===== src/hdl/utf8_stream_validator_unit_assert.svh =====
// Assertion macros for the UTF-8 stream validator.
// Each macro expects a clock named clk and an active-high reset named rst in scope.
`ifndef UTF8_STREAM_VALIDATOR_UNIT_ASSERT_SVH
`define UTF8_STREAM_VALIDATOR_UNIT_ASSERT_SVH

`ifndef SYNTHESIS

`define UTF8SV_ASSERT_NEXT(label, ante, cons) \
  label: assert property (@(posedge clk) disable iff (rst) (ante) |=> (cons)) \
    else $error("utf8sv: next-cycle check failed");

`define UTF8SV_ASSERT_NOW(label, ante, cons) \
  label: assert property (@(posedge clk) disable iff (rst) (ante) |-> (cons)) \
    else $error("utf8sv: same-cycle check failed");

`else

`define UTF8SV_ASSERT_NEXT(label, ante, cons)

`define UTF8SV_ASSERT_NOW(label, ante, cons)

`endif

`endif


===== src/hdl/utf8sv_pkg.sv =====
package utf8sv_pkg;

  localparam logic [7:0] CONT_LOW  = 8'h80;
  localparam logic [7:0] CONT_HIGH = 8'hBF;

  localparam logic [7:0] CHR_NUL   = 8'h00;
  localparam logic [7:0] CHR_TAB   = 8'h09;
  localparam logic [7:0] CHR_LF    = 8'h0A;
  localparam logic [7:0] CHR_CR    = 8'h0D;
  localparam logic [7:0] PRINT_LO  = 8'h20;
  localparam logic [7:0] PRINT_HI  = 8'h7E;

  localparam logic [7:0] LEAD2_LO  = 8'hC2;
  localparam logic [7:0] LEAD2_HI  = 8'hDF;
  localparam logic [7:0] LEAD_E0   = 8'hE0;
  localparam logic [7:0] LEAD_E1   = 8'hE1;
  localparam logic [7:0] LEAD_EC   = 8'hEC;
  localparam logic [7:0] LEAD_ED   = 8'hED;
  localparam logic [7:0] LEAD_EE   = 8'hEE;
  localparam logic [7:0] LEAD_EF   = 8'hEF;
  localparam logic [7:0] LEAD_F0   = 8'hF0;
  localparam logic [7:0] LEAD_F1   = 8'hF1;
  localparam logic [7:0] LEAD_F3   = 8'hF3;
  localparam logic [7:0] LEAD_F4   = 8'hF4;

  localparam logic [7:0] E0_LOW    = 8'hA0;
  localparam logic [7:0] ED_HIGH   = 8'h9F;
  localparam logic [7:0] F0_LOW    = 8'h90;
  localparam logic [7:0] F4_HIGH   = 8'h8F;

  typedef struct packed {
    logic       bad;
    logic [1:0] count;
    logic [7:0] low;
    logic [7:0] high;
  } lead_dec_t;

  // Classifies a byte seen where a new character is due.
  function automatic lead_dec_t decode_lead(input logic [7:0] b);
    lead_dec_t d;
    d = '{bad: 1'b0, count: 2'd0, low: CONT_LOW, high: CONT_HIGH};
    priority if (b == CHR_TAB || b == CHR_LF || b == CHR_CR ||
                 (b >= PRINT_LO && b <= PRINT_HI)) begin
      d.count = 2'd0;
    end else if (b >= LEAD2_LO && b <= LEAD2_HI) begin
      d.count = 2'd1;
    end else if (b == LEAD_E0) begin
      d.count = 2'd2;
      d.low   = E0_LOW;
    end else if ((b >= LEAD_E1 && b <= LEAD_EC) || b == LEAD_EE || b == LEAD_EF) begin
      d.count = 2'd2;
    end else if (b == LEAD_ED) begin
      d.count = 2'd2;
      d.high  = ED_HIGH;
    end else if (b == LEAD_F0) begin
      d.count = 2'd3;
      d.low   = F0_LOW;
    end else if (b >= LEAD_F1 && b <= LEAD_F3) begin
      d.count = 2'd3;
    end else if (b == LEAD_F4) begin
      d.count = 2'd3;
      d.high  = F4_HIGH;
    end else begin
      d.bad = 1'b1;
    end
    return d;
  endfunction

endpackage


===== src/hdl/utf8_stream_validator_unit.sv =====
// Channel | Direction | Signals                   | Payload
// s       | in        | s_tvalid s_tready s_tdata | data_byte, one string byte
// m       | out       | m_tvalid m_tready m_tdata | valid_res, one per zero byte
//
// One byte per cycle: a byte is captured in the input register, checked by
// range compares against the decoder state and, if it is the zero terminator,
// its verdict is written into the result register.
// A terminator transfer reaches its result through the input register, then the result register.
// rst clears the decoder state and the valid flags of both registers; their data is not reset.
// Only a terminator waiting on a full, stalled result register holds the input.
`include "utf8_stream_validator_unit_assert.svh"

module utf8_stream_validator_unit (
  input  logic       clk,
  input  logic       rst,
  input  logic       s_tvalid,
  output logic       s_tready,
  input  logic [7:0] s_tdata,   // [7:0] data_byte
  output logic       m_tvalid,
  input  logic       m_tready,
  output logic [7:0] m_tdata    // [0] valid_res, [7:1] zero
);
  import utf8sv_pkg::*;

  logic       s1_valid;
  logic [7:0] s1_byte;
  logic       s1_fire;
  logic       s1_zero;

  logic [1:0] pending_count;
  logic [7:0] next_low;
  logic [7:0] next_high;
  logic       error_seen;

  logic [1:0] pending_count_next;
  logic [7:0] next_low_next;
  logic [7:0] next_high_next;
  logic       error_seen_next;

  logic       res_bit;
  lead_dec_t  lead;
  logic       cont_ok;

  assign s1_zero  = (s1_byte == CHR_NUL);
  // A terminator may only move on when the result register can take it.
  assign s1_fire  = s1_valid && (!s1_zero || !m_tvalid || m_tready);
  assign s_tready = !s1_valid || s1_fire;

  assign lead    = decode_lead(s1_byte);
  assign cont_ok = (s1_byte >= next_low) && (s1_byte <= next_high);

  always_comb begin
    pending_count_next = pending_count;
    next_low_next      = next_low;
    next_high_next     = next_high;
    error_seen_next    = error_seen;
    priority if (s1_zero) begin
      pending_count_next = 2'd0;
      next_low_next      = CONT_LOW;
      next_high_next     = CONT_HIGH;
      error_seen_next    = 1'b0;
    end else if (pending_count == 2'd0) begin
      if (lead.bad) begin
        error_seen_next = 1'b1;
      end else if (lead.count != 2'd0) begin
        pending_count_next = lead.count;
        next_low_next      = lead.low;
        next_high_next     = lead.high;
      end
    end else begin
      // Any continuation restores the full range for the one after it.
      next_low_next  = CONT_LOW;
      next_high_next = CONT_HIGH;
      if (cont_ok) begin
        pending_count_next = pending_count - 2'd1;
      end else begin
        pending_count_next = 2'd0;
        error_seen_next    = 1'b1;
      end
    end
  end

  assign res_bit = !error_seen && (pending_count == 2'd0);

  always_ff @(posedge clk) begin
    if (rst) begin
      s1_valid      <= 1'b0;
      m_tvalid      <= 1'b0;
      pending_count <= 2'd0;
      next_low      <= CONT_LOW;
      next_high     <= CONT_HIGH;
      error_seen    <= 1'b0;
    end else begin
      if (s_tready) begin
        s1_valid <= s_tvalid;
      end
      if (s1_fire) begin
        pending_count <= pending_count_next;
        next_low      <= next_low_next;
        next_high     <= next_high_next;
        error_seen    <= error_seen_next;
      end
      if (s1_fire && s1_zero) begin
        m_tvalid <= 1'b1;
      end else if (m_tready) begin
        m_tvalid <= 1'b0;
      end
    end
  end

  always_ff @(posedge clk) begin
    if (s_tready && s_tvalid) begin
      s1_byte <= s_tdata;
    end
    if (s1_fire && s1_zero) begin
      m_tdata <= {7'd0, res_bit};
    end
  end

  `UTF8SV_ASSERT_NEXT(a_zero_gives_result, s1_fire && s1_zero, m_tvalid)
  `UTF8SV_ASSERT_NEXT(a_zero_clears_state, s1_fire && s1_zero,
                      pending_count == 2'd0 && !error_seen &&
                      next_low == CONT_LOW && next_high == CONT_HIGH)
  `UTF8SV_ASSERT_NOW(a_range_sane, 1'b1,
                     next_low[7] && next_high[7] && next_low <= next_high)
  `UTF8SV_ASSERT_NEXT(a_error_sticky, error_seen && !(s1_fire && s1_zero), error_seen)

endmodule

===== config.mk =====
export PLATFORM = sky130hd
export DESIGN_NAME = utf8_stream_validator_unit
export DESIGN_NICKNAME = d
export VERILOG_FILES = /design/src/hdl/utf8sv_pkg.sv /design/src/hdl/utf8_stream_validator_unit.sv
export VERILOG_INCLUDE_DIRS = /design/src /design/src/hdl
export SDC_FILE = /design/constraint.sdc
export NUM_CORES = 1
export LEC_CHECK = 0
export BUFFER_PORTS_ARGS = -buffer_cell sky130_fd_sc_hd__buf_4
export CORE_MARGIN = 2
export CORE_UTILIZATION = 45
export DETAILED_ROUTE_END_ITERATION = 8
export GPL_TIMING_DRIVEN = 0
export PLACE_DENSITY = 0.68
export SLEW_MARGIN = 20
export SYNTH_ARGS = -nofsm -noshare
export SYNTH_HDL_FRONTEND = slang
export SYNTH_SLANG_ARGS = --single-unit

===== constraint.sdc =====
create_clock -name clk -period 4.5 [get_ports clk]
set_input_delay 0.675 -clock clk [delete_from_list [all_inputs] [get_ports clk]]
set_output_delay 0.675 -clock clk [all_outputs]
set_load 0.01 [all_outputs]

==> impl_metrics.env <==
export IMPL_status="completed"
export IMPL_setup_tns_ps=0
export IMPL_synth_ff_type="edfxtp_1"
export IMPL_wl_um=1790
export IMPL_grt_max_degree=11
export IMPL_die_h_um=52.2
export IMPL_clock_skew_final_ps=1.24
export IMPL_synthTopCellsByArea="edfxtp_1, dfxtp_1, ha_1, buf_4, a21oi_1"
export IMPL_ctsLongestPathBuffers=2
export IMPL_synth_top_area_share_pct=25.8
export IMPL_numClockSinks=18
export IMPL_synthCells=106
export IMPL_area_growth_syn_to_layout_pct=18.0
export IMPL_io_pins=22
export IMPL_fmax_ghz=0.377
export IMPL_post_dp_cell_area_sq_um=1210
export IMPL_antenna_found_initial=0
export IMPL_p_leak_nw=0.533
export IMPL_cp_max_fo=8
export IMPL_slowest_delay_ps=590
export IMPL_track_usage_pct=15.7
export IMPL_cts_hold_buf=0
export IMPL_drt_iter0_markers=11
export IMPL_place_congestion=0.821
export IMPL_die_area_sq_um=2730
export IMPL_setup_violations=0
export IMPL_rsz0062_at_grt="false"
export IMPL_firstDrtPassIters=4
export IMPL_ir_drop_uv=232
export IMPL_synth_largest_area_cell="edfxtp_1"
export IMPL_place_inst=154
export IMPL_slew_viol_final=0
export IMPL_num_fill_cells=205
export IMPL_worstSkewPairLatency_ps=300
export IMPL_timing_final_crit_share_pct=58.9
export IMPL_worstPathCellList="nor4_1 > and2_1 > buf_4 > nand3_1 > buf_4"
export IMPL_worstPathArrival_ps=1980
export IMPL_layout_nets=148
export IMPL_cts_setup_buffers=0
export IMPL_start_util_pct=47.3
export IMPL_synth_adder_area_share_pct=5.97
export IMPL_p_per_area_nw_per_um2=265
export IMPL_ys_warn_count=0
export IMPL_whs_endpoint="next_high[4]"
export IMPL_grt_overflow=0
export IMPL_hold_viol_final=0
export IMPL_crit_top_cell="buf_4"
export IMPL_grt_pass1_wl_um=3040
export IMPL_hold_class="flop to flop"
export IMPL_die_w_um=52.2
export IMPL_syn_avg_cell_area_sq_um=9.88
export IMPL_post_drt_wl_per_cell_um=11.3
export IMPL_core_area_sq_um=2210
export IMPL_yosys_area_share_simple_pct=20.9
export IMPL_antenna_cells=0
export IMPL_hpwl_um=1390
export IMPL_cts_made_buffers=3
export IMPL_ff2ff_setup_slack_ps=2350
export IMPL_cts_resized=0
export IMPL_synth_compound_area_share_pct=21.0
export IMPL_fin_area_sq_um=1240
export IMPL_clk_pin_slew_ps=100
export IMPL_slowest_stage="nor4_1"
export IMPL_synth_top_family_by_area="compound AO/OA/AOI/OAI gates"
export IMPL_drc=0
export IMPL_vias=837
export IMPL_detail_route_antenna_nets=0
export IMPL_ys_types=43
export IMPL_fin_crit_ps=2650
export IMPL_synthMuxAreaShare_pct=0
export IMPL_h_tree_depth=1
export IMPL_hold_worst_slack_ps=457
export IMPL_ctsRootBufferMaster="clkbuf_4"
export IMPL_yosysSeqAreaShare_pct=43.0
export IMPL_reg2reg_depth=6
export IMPL_timing_critical_path_required_ps=3830
export IMPL_start_kind="flop"
export IMPL_io_buffers=14
export IMPL_register_area_sq_um=450
export IMPL_layout_drive_gt1_share_pct=23.8
export IMPL_instances_no_fill=158
export IMPL_vias_per_cell=5.30
export IMPL_fp_row_count=17
export IMPL_max_slew_margin_pct=47.9
export IMPL_synth_xor_area_share_pct=0
export IMPL_worstSetupEndpointType="output pin"
export IMPL_max_cap_violations=0
export IMPL_r2r_end="pending_count[0]"
export IMPL_synth_area_sq_um=1050
export IMPL_cts_tree="done"
export IMPL_grt_pass1_vias=725
export IMPL_critPathKind="flop to output pin"
export IMPL_min_path_cells=2
export IMPL_synth_edf_count=9
export IMPL_multi_input_area_sq_um=528
export IMPL_worstMarginPinSlew_ps=778
export IMPL_min_from="next_high[4]"
export IMPL_ys_ff_latch=18
export IMPL_crit_reg2reg_launch="s1_byte[1]"
export IMPL_async_reset_ff_share_pct=0
## cell usage in the layout (no fill, tap or decap), drive strengths merged, types with 3 or more instances in the layout
cell,Yosys,routed
buf,9,23
dfxtp,9,9
edfxtp,9,9
inv,7,7
conb,1,7
a21oi,7,7
ha,5,5
nand2,4,4
nor2,4,4
nor4,3,3
nor2b,3,3
nand3,3,3
a21boi,3,3
nand2b,3,3
o21ai,3,3
clkbuf,0,3
and2,3,3
and3,3,3
## power by group
part	internal, W	switching [W]	leakage (nW)	total [W]
combinational	0.0000281	0.0000266	0.357	0.0000547
sequential	0.000181	0.00000982	0.160	0.000191
clock	0.0000323	0.0000498	0.0154	0.0000821
## per-layer routing
layer  share of wire [%]  global-route usage (%)  vias to the layer above
met5                   0                       0                        -
met4                 2.2                    9.40                        0
met3                 6.9                    3.43                        5
met2                  45                    24.9                       25
met1                  46                    19.4                      373
li1                    -                       -                      434
## worst max-delay path: cells and delay by family (launching register included)
kind / cells / cell delay [ps]
simple gates: 3 / 900
buf+inv: 2 / 300
flops: 1 / 480
## Yosys cell counts (3+ instances only)
| cell type | instances |
|---|---|
| a21boi_0 | 3 |
| a21oi_1 | 6 |
| buf_4 | 8 |
| dfxtp_1 | 9 |
| edfxtp_1 | 9 |
| ha_1 | 5 |
| inv_1 | 7 |
| nand2_1 | 4 |
| nand2b_1 | 3 |
| nand3_1 | 3 |
| nor2_1 | 4 |
| nor2b_1 | 3 |
| nor4_1 | 3 |
| o21ai_0 | 3 |
## cell families after synthesis
| family | after synthesis |
|---|---|
| flip-flops | 18 |
| adder cells (fa/ha/maj) | 5 |
| other | 1 |
| AO/OA/AOI/OAI | 30 |
| AND/OR/NAND/NOR | 36 |
| buffers and inverters | 16 |
## through the flow
step           util [%]  setup WS, ps  power [W]
3_3_place_gp       54.7          2200   0.000249
2_1_floorplan         -          2580   0.000232
5_1_grt            55.9          1710   0.000346
6_report           55.9          1850   0.000328
3_5_place_dp       54.7          2240   0.000249
4_1_cts            55.9          1890   0.000331
## flip-flops by register name, indices dropped and copies added (netlist names)
register and flops:
s1_byte 8, pending_count 2, next_low 2, m_tdata 1
m_tvalid 1, next_high 2, s1_valid 1, error_seen 1
## worst max path at each step
stage | from | end | depth (start not counted)
detailed placement | s1_byte[0] | s_tready | 5
global route | s1_byte[0] | s_tready | 5
CTS | s1_byte[1] | s_tready | 5
finish | s1_byte[1] | s_tready | 5
global placement | s1_byte[1] | s_tready | 5
floorplan | s1_byte[1] | s_tready | 4
## layout make-up
type	instances	share of cell area (%)
sequential	18	36.4
timing repair buffer	14	8.50
clock buffer	3	1.82
buffer	9	5.26
inverter	7	2.13
clock inverter	1	0.304
tap	28	2.83
multi-input combinational	78	42.7
(Power assumes the default switching activity.)
